<file path="src/sv/cssd_pkg.sv">
// ----------------------------------------------------------------------------
// cssd_pkg - shared types and functions for the seven-segment clock driver
// Holds the segment bit positions, the digit glyph table and the
// descriptor that passes from the front end to the back end.
// ----------------------------------------------------------------------------
package cssd_pkg;

  // segment bits: bit7 dot, bit6 a down to bit0 g
  localparam logic [7:0] SegA   = 8'h40;
  localparam logic [7:0] SegB   = 8'h20;
  localparam logic [7:0] SegC   = 8'h10;
  localparam logic [7:0] SegD   = 8'h08;
  localparam logic [7:0] SegE   = 8'h04;
  localparam logic [7:0] SegF   = 8'h02;
  localparam logic [7:0] SegG   = 8'h01;
  localparam logic [7:0] SegDot = 8'h80;

  // time limits
  localparam logic [11:0] TimeMax  = 12'd2359;
  localparam logic [11:0] NoonTime = 12'd1200;
  localparam logic [11:0] Pm1Time  = 12'd1300;

  // digit positions
  localparam logic [1:0] PosOnes      = 2'd0;
  localparam logic [1:0] PosTens      = 2'd1;
  localparam logic [1:0] PosHundreds  = 2'd2;
  localparam logic [1:0] PosThousands = 2'd3;

  // register map
  localparam logic [0:0] RegTwelveHour = 1'b0;
  localparam int unsigned QueueDepth = 2;

  // one classified item: four ready patterns, first position to show
  typedef struct packed {
    logic       err;
    logic [1:0] start;
    logic [7:0] pat3;
    logic [7:0] pat2;
    logic [7:0] pat1;
    logic [7:0] pat0;
  } cssd_entry_t;

  // decimal digit to segment pattern
  function automatic logic [7:0] glyph(input logic [3:0] d);
    logic [7:0] p;
    case (d)
      4'd0:    p = SegA | SegB | SegC | SegD | SegE | SegF;
      4'd1:    p = SegB | SegC;
      4'd2:    p = SegA | SegB | SegG | SegE | SegD;
      4'd3:    p = SegA | SegB | SegC | SegG | SegD;
      4'd4:    p = SegB | SegC | SegF | SegG;
      4'd5:    p = SegA | SegF | SegG | SegC | SegD;
      4'd6:    p = SegA | SegF | SegE | SegG | SegD | SegC;
      4'd7:    p = SegA | SegB | SegC;
      4'd8:    p = SegA | SegB | SegC | SegD | SegE | SegF | SegG;
      4'd9:    p = SegA | SegB | SegC | SegG | SegF;
      default: p = 8'h00;
    endcase
    return p;
  endfunction

endpackage

</file>
<file path="src/sv/cssd_front.sv">
// ----------------------------------------------------------------------------
// cssd_front - item intake and digit classification
// Splits the time into decimal digits, applies 12-hour folding and the PM
// dot, picks the first unblanked position and builds the glyphs.
// ----------------------------------------------------------------------------
module cssd_front import cssd_pkg::*; (
  input  logic [11:0] time_value,
  input  logic [5:0]  seconds,
  input  logic        twelve_hour_mode,
  output cssd_entry_t entry
);

  logic        pm_dot;
  logic [11:0] shown;
  logic [1:0]  d3;
  logic [11:0] r1;
  logic [3:0]  d2;
  logic [6:0]  r2;
  logic [3:0]  d1;
  logic [3:0]  d0;
  logic [11:0] h_sub;
  logic [6:0]  t_sub;

  // 12-hour folding: from 1300 upward a single subtract of 1200, so 12xx stays
  always_comb begin
    pm_dot = twelve_hour_mode && (time_value >= NoonTime);
    shown  = (twelve_hour_mode && (time_value >= Pm1Time)) ? time_value - NoonTime
                                                           : time_value;
  end

  // thousands digit and remainder
  always_comb begin
    if (shown >= 12'd2000) begin
      d3 = 2'd2;
      r1 = shown - 12'd2000;
    end else if (shown >= 12'd1000) begin
      d3 = 2'd1;
      r1 = shown - 12'd1000;
    end else begin
      d3 = 2'd0;
      r1 = shown;
    end
  end

  // hundreds digit by parallel compares
  always_comb begin
    d2    = 4'd0;
    h_sub = 12'd0;
    for (int k = 1; k <= 9; k++) begin
      if (r1 >= 12'(k * 100)) begin
        d2    = 4'(k);
        h_sub = 12'(k * 100);
      end
    end
    r2 = 7'(r1 - h_sub);
  end

  // tens and ones digits
  always_comb begin
    d1    = 4'd0;
    t_sub = 7'd0;
    for (int k = 1; k <= 9; k++) begin
      if (r2 >= 7'(k * 10)) begin
        d1    = 4'(k);
        t_sub = 7'(k * 10);
      end
    end
    d0 = 4'(r2 - t_sub);
  end

  // descriptor for the back end
  always_comb begin
    entry.err  = time_value > TimeMax;
    entry.pat3 = glyph({2'b00, d3});
    entry.pat2 = glyph(d2) | (pm_dot ? SegDot : 8'h00);
    entry.pat1 = glyph(d1);
    entry.pat0 = glyph(d0) | (seconds[0] ? SegDot : 8'h00);
    if (entry.err)          entry.start = PosOnes;
    else if (d3 != 2'd0)    entry.start = PosThousands;
    else if (d2 != 4'd0)    entry.start = PosHundreds;
    else if (d1 != 4'd0)    entry.start = PosTens;
    else                    entry.start = PosOnes;
  end

endmodule

</file>
<file path="src/sv/cssd_queue.sv">
// ----------------------------------------------------------------------------
// cssd_queue - two-entry queue between front and back
// Lets the front take items while the back is still emitting digits.
// ----------------------------------------------------------------------------
module cssd_queue import cssd_pkg::*; (
  input  logic        clk,
  input  logic        rst,
  input  logic        push,
  input  cssd_entry_t push_data,
  output logic        full,
  input  logic        pop,
  output logic        not_empty,
  output cssd_entry_t head
);

  cssd_entry_t mem [QueueDepth];
  logic        wr_ptr;
  logic        rd_ptr;
  logic [1:0]  count;

  assign full      = count == 2'(QueueDepth);
  assign not_empty = count != 2'd0;
  assign head      = mem[rd_ptr];

  // entry storage
  always_ff @(posedge clk) begin
    if (push) begin
      mem[wr_ptr] <= push_data;
    end
  end

  // pointers and fill count
  always_ff @(posedge clk) begin
    if (rst) begin
      wr_ptr <= 1'b0;
      rd_ptr <= 1'b0;
      count  <= 2'd0;
    end else begin
      if (push) wr_ptr <= ~wr_ptr;
      if (pop)  rd_ptr <= ~rd_ptr;
      count <= count + 2'(push) - 2'(pop);
    end
  end

  // checks
  a_no_push_full: assert property (@(posedge clk) disable iff (rst)
    full |-> !push) else $error("push into full queue");
  a_no_pop_empty: assert property (@(posedge clk) disable iff (rst)
    !not_empty |-> !pop) else $error("pop from empty queue");

endmodule

</file>
<file path="src/sv/cssd_back.sv">
// ----------------------------------------------------------------------------
// cssd_back - digit sequencer and output register
// Walks the queue head from its first shown position down to the ones
// digit, one result item per cycle while out_ready allows, into a registered output.
// ----------------------------------------------------------------------------
module cssd_back import cssd_pkg::*; (
  input  logic        clk,
  input  logic        rst,
  input  logic        q_valid,
  input  cssd_entry_t head,
  output logic        pop,
  output logic        out_valid,
  input  logic        out_ready,
  output logic [1:0]  digit_select,
  output logic [7:0]  segment_pattern,
  output logic        range_error,
  output logic        last_digit
);

  logic       started;
  logic [1:0] pos;
  logic [1:0] cur;
  logic       load;
  logic       is_last;
  logic [7:0] pat;

  // current position and pattern
  always_comb begin
    cur     = started ? pos : head.start;
    is_last = head.err || (cur == PosOnes);
    load    = q_valid && (!out_valid || out_ready);
    pop     = load && is_last;
    case (cur)
      PosThousands: pat = head.pat3;
      PosHundreds:  pat = head.pat2;
      PosTens:      pat = head.pat1;
      PosOnes:      pat = head.pat0;
      default:      pat = 8'h00;
    endcase
  end

  // sequencer control
  always_ff @(posedge clk) begin
    if (rst) begin
      started   <= 1'b0;
      pos       <= PosOnes;
      out_valid <= 1'b0;
    end else begin
      if (load) begin
        out_valid <= 1'b1;
        started   <= !is_last;
        pos       <= cur - 2'd1;
      end else if (out_ready) begin
        out_valid <= 1'b0;
      end
    end
  end

  // output payload
  always_ff @(posedge clk) begin
    if (load) begin
      digit_select    <= head.err ? PosOnes : cur;
      segment_pattern <= head.err ? 8'h00 : pat;
      range_error     <= head.err;
      last_digit      <= is_last;
    end
  end

  // checks
  a_err_single: assert property (@(posedge clk) disable iff (rst)
    out_valid && range_error |-> last_digit && segment_pattern == 8'h00 &&
    digit_select == PosOnes) else $error("error item not a single blank result");
  a_last_is_ones: assert property (@(posedge clk) disable iff (rst)
    out_valid && !last_digit |-> digit_select != PosOnes)
    else $error("ones digit not marked last");
  a_step_down: assert property (@(posedge clk) disable iff (rst)
    out_valid && out_ready && !last_digit |=>
    out_valid && digit_select == $past(digit_select) - 2'd1)
    else $error("digit sequence broken");

endmodule

</file>
<file path="src/sv/clock_seven_segment_digit_driver.sv">
// ----------------------------------------------------------------------------
// clock_seven_segment_digit_driver - top level of the clock digit driver
// Takes HHMM times and seconds, gives one segment item per shown digit.
// ----------------------------------------------------------------------------
// Each accepted time gives one to four result items, highest shown position
// first, ending with the ones digit (last_digit high); a time above 2359
// gives a single blank item with range_error high. The back end sends one
// result item per cycle while out_ready allows, one per shown digit; a
// two-entry queue behind the front end lets new items in while the back end
// is still working, so with an always-ready sink the throughput is set by
// the back end's one-digit-per-cycle output register.
// An input time passes the queue storage and then the output register.
module clock_seven_segment_digit_driver import cssd_pkg::*; (
  input  logic        clk,
  input  logic        rst,
  // configuration port
  input  logic        psel,
  input  logic        penable,
  input  logic        pwrite,
  input  logic [2:0]  paddr,
  input  logic [31:0] pwdata,
  output logic [31:0] prdata,
  output logic        pready,
  // input items
  input  logic        in_valid,
  output logic        in_ready,
  input  logic [11:0] time_value,
  input  logic [5:0]  seconds,
  // result items
  output logic        out_valid,
  input  logic        out_ready,
  output logic [1:0]  digit_select,
  output logic [7:0]  segment_pattern,
  output logic        range_error,
  output logic        last_digit
);

  logic        twelve_hour_mode;
  cssd_entry_t entry;
  cssd_entry_t head;
  logic        q_full;
  logic        q_valid;
  logic        q_pop;
  logic        push;

  // configuration register
  assign pready = 1'b1;
  always_ff @(posedge clk) begin
    if (rst) begin
      twelve_hour_mode <= 1'b1;
    end else if (psel && penable && pwrite && paddr[2] == RegTwelveHour) begin
      twelve_hour_mode <= pwdata[0];
    end
  end

  always_comb begin
    prdata = 32'd0;
    if (paddr[2] == RegTwelveHour) prdata[0] = twelve_hour_mode;
  end

  // intake
  assign in_ready = !q_full;
  assign push     = in_valid && in_ready;

  cssd_front u_front (
    .time_value       (time_value),
    .seconds          (seconds),
    .twelve_hour_mode (twelve_hour_mode),
    .entry            (entry)
  );

  cssd_queue u_queue (
    .clk       (clk),
    .rst       (rst),
    .push      (push),
    .push_data (entry),
    .full      (q_full),
    .pop       (q_pop),
    .not_empty (q_valid),
    .head      (head)
  );

  cssd_back u_back (
    .clk             (clk),
    .rst             (rst),
    .q_valid         (q_valid),
    .head            (head),
    .pop             (q_pop),
    .out_valid       (out_valid),
    .out_ready       (out_ready),
    .digit_select    (digit_select),
    .segment_pattern (segment_pattern),
    .range_error     (range_error),
    .last_digit      (last_digit)
  );

endmodule
</file>
<file path="config.mk">
export PLATFORM = sky130hd
export DESIGN_NAME = clock_seven_segment_digit_driver
export DESIGN_NICKNAME = d
export VERILOG_FILES = /design/src/sv/cssd_pkg.sv /design/src/sv/cssd_front.sv /design/src/sv/cssd_queue.sv /design/src/sv/cssd_back.sv /design/src/sv/clock_seven_segment_digit_driver.sv
export SDC_FILE = /design/constraint.sdc
export NUM_CORES = 1
export LEC_CHECK = 0
export ABC_AREA = 1
export BUFFER_PORTS_ARGS = -buffer_cell sky130_fd_sc_hd__buf_2
export CAP_MARGIN = 20
export CORE_MARGIN = 2
export CORE_UTILIZATION = 45
export DETAILED_ROUTE_END_ITERATION = 10
export GPL_TIMING_DRIVEN = 0
export PLACE_DENSITY = 0.69
export SLEW_MARGIN = 20
export SYNTH_ARGS = -nofsm -noshare
export SYNTH_HDL_FRONTEND = slang
export SYNTH_SLANG_ARGS = --single-unit
</file>
<file path="constraint.sdc">
create_clock -name clk -period 6.5 [get_ports clk]
set_input_delay 0 -clock clk [delete_from_list [all_inputs] [get_ports clk]]
set_output_delay 0 -clock clk [all_outputs]
set_load 0.03 [all_outputs]
</file>
==> results summary, run 1 <==
Relative to the synthesized area, the layout overhead comes to 20.8%. The final number of max-transition violations was 0. The count of vias placed by the detailed router came out at approximately 4.9k. The share of async-settable or async-resettable flops after synthesis is 0%. The worst-case clock buffer depth is 2. The first-pass GRT wire length came out at 20800 um.

The total congestion overflow after global routing is 0. At the end of routability-driven placement, the weighted congestion stood at 0.882. The worst register-to-register path ends at u_queue.mem[0][6]. The total power divided by cell area is 541 nW/um2. The final hold violation count is 0. The residual antenna-violating net count after detailed routing came out at 0. The endpoint class of the critical path is a flip-flop.

The H-tree was split into 3 levels. The kind of start point of the critical path is a flip-flop. The number of detailed-route iterations in the first pass came out at 5. The number of stages on the worst hold path is 3. In this run the standard cell core region covers between 10000 and 15000 um2.

The total detailed-routing wirelength came out at between 10000 and 15000 um. The run finished with clean final reports. Global routing used 17.9% of the available tracks. The met1 track demand over resource came out at 22.8%. The fill cell instance count of the final layout came out at 1223. The height of the die came out at 120 um. By area the synthesized netlist is led by edfxtp_1 36%, nand2_1 9.9%, ha_1 7.3%. The residual DRC count came out at 0. The critical path is of the flip-flop to flip-flop type.

The count of buffers from port buffering is 36. Of all nets on the critical path, the largest fanout is 9. The sequential cell area fraction in the yosys report came out at 39.3%. The leakage power summed over all cells came out at about 3.3 nW. The top-level port count came out at 107. At the worst endpoint, the arrival time is 6.29 ns. For the pin with the worst max-slew slack, the measured transition is 0.869 ns.

The CTS sink count came out at 82. The worst hold path belongs to the class input port to flip-flop. The clock reaches the later pin of the worst-skew pair after 0.33 ns.

Across the VDD grid, the largest voltage drop is 0.000262 V. The tree is rooted in a clkbuf_16. The largest single stage delay on the critical path is 0.57 ns. The worst hold path begins at time_value[11]. The worst hold slack across all endpoints is 0.165 ns. The final standard cell count with taps included and fillers excluded is 1005. After synthesis, the netlist uses 48 different library cells. Counting flops with a built-in enable in the synthesized netlist gives 72. In the final design database the tool counted 922 nets. The number of cell rows came out at between 40 and 50. The post-DP HPWL came out at 9510 um. The path with the worst hold slack has its endpoint at u_queue.mem[1][34]. TritonCTS built the clock tree. The number of cells on the worst reg-to-reg path is 38.

The number of global-route vias before repair came to 4502. The setup check on the worst reg-to-reg path leaves a slack of 0.40 ns. The number of DRC markers in iteration 0 came out at 268. The most area-hungry cell type in the Yosys netlist is edfxtp_1. The largest clock skew in the final design came out at 0.00813 ns. The combined area of all synthesized cells is 6020 um2. The startpoint identified for the worst register-to-register timing path is twelve_hour_mode. After clock tree synthesis, the clock-pin slew on the worst setup and hold paths is 0.05 ns. The share of the synthesized area in the top cell type is 35.9%.

For the worst setup path, the data required time is approximately 6.7 ns. Global routing used between 1.5 and 2% of the available met3 tracks. The worst path uses 93.8% of the clock period. The critical-path cell with the highest stage delay is fa_2. The relative slew slack is 42.0%. The total clock buffers created by CTS is 9.

Static timing analysis puts the maximum clock frequency at 0.164 GHz. Yosys printed 0 warnings. After synthesis the netlist holds a flip-flop and latch count of a little over 80. The number of antenna violations at the first check in global routing came to 0. Of the cells placed in the final design, the portion with a size suffix greater than 1 is 28.1%. The final number of setup-violating endpoints came out at 0. The pin count of the biggest net entering global routing is 24. The count of mapped cells out of synthesis is roughly 700. In this run the most used layer during global routing was met2.

Global routing consumed, on the met2 layer, 31.8% of the routing resources. 0 antenna diodes ended up in the layout. The top flip-flop cell by instance count after synthesis is edfxtp_1. The number of vias per cell is around 5. The max-capacitance violation count is 0. The final critical-path required period is 6.10 ns. For this configuration, the core starts out at a cell density of 45.8%.

Each instance of the synthesized netlist takes up on average approximately 8.4 um2. The number of cells after detailed placement came out at 962. The die footprint came out at about 14000 um2. The routed length per instance came out at 12.7 um.

The setup TNS came out at 0 ns. Tracing the worst setup path back leads to its startpoint at twelve_hour_mode. The horizontal die dimension came out at 120 um.
logic make-up after synthesis:
group	Yosys count	share of synthesized area [%]
and+or+nand+nor	363	30.5
xor gates and xnor gates	11	1.60
buffers and inverters	127	10.5
adders and majority gates	37	7.94
other	2	0.125
DFF	82	39.3
AOI/OAI and AO/OA	96	10.1
critical path, delay by kind of cell (launching register included):
kind,cells,cell delay (ns)
adders and majority gates,5,1.72
DFF,1,0.31
xor gates and xnor gates,1,0.22
buffers and inverters,8,0.79
AOI/OAI and AO/OA,7,1.15
and+or+nand+nor,17,1.74
area by class of cell:
cell class	count	area [um2]	share of cell area, %
Clock buffer	12	236	3.25
Buffer	42	313	4.31
Timing Repair Buffer	66	463	6.37
Clock inverter	3	41.3	0.568
Tap cell	176	220	3.03
Inverter	85	324	4.46
Multi-Input combinational cell	539	3300	45.5
Sequential cell	82	2360	32.5
cell usage after synthesis (all sizes together) (3+ instances only):
master and number:
nand2 198, inv 83, nor2 78, edfxtp 72, nand3 63, o21ai 38
buf 35, ha 35, a21oi 30, nand4 12, xor2 11, dfxtp 10
o211ai 8, clkbuf 7, or2 6, nand3b 5, o221ai 4, a21boi 3
where the power goes:
part	switching [mW]	internal [mW]
Sequential	0.0447	0.956
Clock	0.179	0.294
Combinational	1.61	0.846
layer usage:
layer | vias up | share of wire, %
li1 | 2535 | -
met1 | 2240 | 45
met2 | 110 | 50
met3 | 18 | 3.5
met4 | 0 | 1.8
met5 | - | 0
metrics by stage:
step	total power [mW]	setup slack [ns]	utilization (%)	cell area (um2)
after global routing	4.27	-0.0501	55.3	7270
after CTS	3.87	0.0316	54.0	7090
final	3.93	0.401	55.3	7270
after floorplan	2.77	0.0844	-	6130
after detailed placement	3.31	-1.21	50.3	6600
after global placement	3.25	-1.15	49.7	6530
worst max-delay path by stage:
stage / slack, ns / cells past startpoint / endpoint
2_1_floorplan: 0.08 / 50 / u_queue.mem[0][5]
3_3_place_gp: -1.15 / 47 / u_queue.mem[1][5]
3_5_place_dp: -1.21 / 47 / u_queue.mem[1][5]
4_1_cts: 0.03 / 46 / u_queue.mem[1][6]
5_1_grt: -0.05 / 51 / u_queue.mem[1][6]
6_report: 0.40 / 38 / u_queue.mem[0][6]
placed cells by master, fill, tap and decap left out, types with 5 or more instances in the layout:
cell             n
conb_1          32
nor2_4           8
nor2_1          59
or2_2            5
buf_4           54
edfxtp_1        72
inv_1           63
nor2_2           9
xor2_1           9
nand2_1        150
clkbuf_1        10
nand3b_1         5
nand4_1         12
clkbuf_16        9
nand3_1         52
dlygate4sd3_1    6
nand3_2          7
nand2_4         14
dfxtp_1          9
inv_2           18
a21oi_2          5
o21ai_0         30
buf_2           35
nand2_2         33
a21oi_1         21
o211ai_1         8
ha_1            32
repair_timing:
| item | CTS | global route |
|---|---|---|
| pin swaps | 8 | 21 |
| hold endpoints to repair | 5 | 0 |
| resized for setup | 12 | 34 |
| setup endpoints to repair | 30 | 26 |
| hold buffers | 6 | 0 |
| setup buffers | 11 | 11 |
registers in the layout, indices dropped and copies added (netlist names), named ones only:
register / cells
u_back.last_digit: 1
u_back.segment_pattern: 8
u_back.range_error: 1
u_queue.wr_ptr: 1
u_back.pos: 2
u_back.digit_select: 2
twelve_hour_mode: 1
u_back.out_valid: 1
u_queue.count: 2
u_queue.mem: 60
u_queue.rd_ptr: 1
u_back.started: 1
Power figures use the tool's default switching activity.
==> run 2, diff against run 1 <==
--- a/config.mk
+++ b/config.mk
@@ -12,7 +12,7 @@
 export CORE_UTILIZATION = 45
 export DETAILED_ROUTE_END_ITERATION = 10
 export GPL_TIMING_DRIVEN = 0
-export PLACE_DENSITY = 0.69
+export PLACE_DENSITY = 0.66
 export SLEW_MARGIN = 20
 export SYNTH_ARGS = -nofsm -noshare
 export SYNTH_HDL_FRONTEND = slang
==> constraint.sdc (replaced) <==
create_clock -name clk -period 7.5 [get_ports clk]
set_input_delay 0 -clock clk [delete_from_list [all_inputs] [get_ports clk]]
set_output_delay 0 -clock clk [all_outputs]
set_load 0.03 [all_outputs]
==> run 2 against run 1 <==
Effect of this change:
- sequential cell count stayed put
- total power is 16% lower
- sequential share of layout area is 1.3 points higher
- largest cell class unchanged
==> results summary, run 2 (synthesis gave the netlist of run 1 again) <==
The final setup slack of the worst path came out at 0.550 ns. The pin count of the biggest net entering global routing is 27. After detailed routing, the total wire length is 13000 um. The finished cells cover ~7000 um2. The kind of start point of the critical path is a flip-flop. Setup repair after global routing left no endpoint under its margin. After legalization and detailed placement, the total HPWL measured between 10000 and 15000 um. The largest clock skew in the final design is 0.00620 ns. The net count reported at finish came out at 901. The fmax came out at 0.144 GHz.

The placement-stage worst setup slack came out at -0.215 ns. The antenna diode count came out at 0. The delay contributed by the slowest stage of the critical path is 0.41 ns.

The total clock buffers created by CTS came out at 9. The horizontal die dimension is approximately 120 um. For the worst setup path, the data required time is approximately 7.6 ns. The clock passes through at most 2 buffers. The first-pass GRT wire length is 21500 um. The fraction of final layout cells with drive strength greater than 1 came out at a little under a quarter. The number of flip-flops under the largest register name came out at 60. The routed length per instance came out at about 13 um. The maximum net fanout on the critical path is 9. The worst hold path class is input port to flip-flop. In this run the cell area measured after placement is 6610 um2. The final critical-path required period is between 6 and 7 ns.

The number of buffer and inverter stages on the critical path came out at 7. The later pin in the worst-skew pair is clocked with a latency of between 0.3 and 0.4 ns. The count of vias placed by the detailed router is a little under 5k. The die footprint is approximately 14000 um2. By instance count, the cell type seen most on the critical path is nand2_1.

The setup TNS is 0 ns. Summed over all cells, the static leakage comes to 3.20 nW. The initial core utilization came out at 45.8%.

The post-CTS repair timing setup buffer count is 0. The worst pin sits at a relative slew slack of 65.2%. The total power divided by cell area is 472 nW/um2. The core footprint came out at between 10000 and 15000 um2.

The congestion estimate from routability-driven global placement came to 0.883. The cell sitting at the root of the clock tree is a clkbuf_16. At the pin with the least slew margin, the transition time is 0.522 ns. The final number of max-transition violations came out at 0. The finished layout holds 985 standard cells, fillers aside. Across the run, the number of max-cap violations was 0. The critical path data arrival time came out at ~7 ns.

The total congestion overflow after global routing came out at 0. In this design, the largest share of critical-path delay is due to simple AND/OR/NAND/NOR gates. The number of global-route vias before repair is between 4k and 5k. Leaving out fill and tap cells, the most frequent cells in the layout are 158 x nand2_1, 72 x edfxtp_1, 68 x inv_1. In this run the count of I/O pins placed on the die edge is 107. The final number of setup-violating endpoints came out at 0. In this run the number of H-tree levels came out at 3. The register with the most flip-flops in the final layout is u_queue.mem.

The number of cell rows is 42. The layout-stage area growth over the synthesis result is 16.0%. The number of DRC markers in iteration 0 is 381. The post-route fraction of the period consumed by the critical path came out at 92.7%. The category of the most critical setup path is flip-flop to flip-flop. The flow ran to the end, and the final reports show no timing, DRC or antenna violations. The slowest stage of the critical path belongs to the cell fa_1. The clock-pin transition on the worst setup and hold timing paths is 0.06 ns.

The height of the die is approximately 120 um. In the routed layout, each cell is associated on average with a via count of 4.92. The count of buffers from port buffering came out at 36.

The residual DRC count is 0. The end-of-flow core utilization is 53.1%. The worst setup path is captured at a flip-flop. The number of cells after detailed placement is 963.

The number of antenna violations at the first check in global routing came out at 0. The residual antenna-violating net count after detailed routing came out at 0. The overall routing resource usage came out at 18.4%. The maximum resistive drop on vdd came out at 0.000244 V. The largest registers in the layout are u_queue.mem x60, u_back.segment_pattern x8. The CTS sink count came out at 82. The final hold violation count is 0. Leaving out fill and tap cells, the most frequent cell in the layout is nand2_1. The number of detailed-route iterations in the first pass is 6. TritonCTS built the clock tree.
-- run 2: path summary, 6_finish.rpt --
| path | from | end | slack, ns | depth (start not counted) |
|---|---|---|---|---|
| setup reg to reg | twelve_hour_mode | u_queue.mem[0][5] | 0.55 | 44 |
| hold reg to reg | u_queue.rd_ptr | u_queue.rd_ptr | 0.46 | 1 |
| hold / removal | time_value[11] | u_queue.mem[0][34] | 0.16 | 3 |
| setup / recovery | twelve_hour_mode | u_queue.mem[0][5] | 0.55 | 44 |
-- run 2: through the flow --
step | hold WS, ns | power, mW
floorplan | 0.0712 | 2.40
global placement | 0.191 | 2.78
detailed placement | 0.196 | 2.88
CTS | 0.142 | 3.30
global route | 0.158 | 3.58
finish | 0.163 | 3.30
-- run 2: final cells by class --
cell class                      count  area (um2)
Clock buffer                        9         225
Sequential cell                    82        2360
Tap cell                          176         220
Clock inverter                      7        55.1
Timing Repair Buffer               45         299
Inverter                           85         322
Multi-Input combinational cell    539        3190
Fill cell                        1257        6160
Buffer                             42         308
-- run 2: tightest hold or removal path: cells and delay by family --
kind | cells | cell delay (ns)
buffers and inverters | 2 | 0.23
AOI/OAI and AO/OA | 1 | 0.09
-- run 2: where the power goes --
group | leakage, nW | switching (mW) | internal, mW
logic | 2.33 | 1.37 | 0.661
registers | 0.743 | 0.0388 | 0.827
clock network | 0.132 | 0.176 | 0.226
total | 3.20 | 1.58 | 1.71
-- run 2: routing by layer --
metal	wire (um)	track usage (%)	share of wire (%)
met5	0	0	0
met4	150	6.10	1.2
met3	454	2.80	3.5
met2	6490	33.0	50
met1	5900	22.6	45
-- run 2: timing repair --
| item | 4_1_cts | 5_1_grt |
|---|---|---|
| hold buffers | 6 | 0 |
| resized for setup | 0 | 4 |
| endpoints found under the hold margin | 5 | 0 |
| setup endpoints to repair | 0 | 18 |
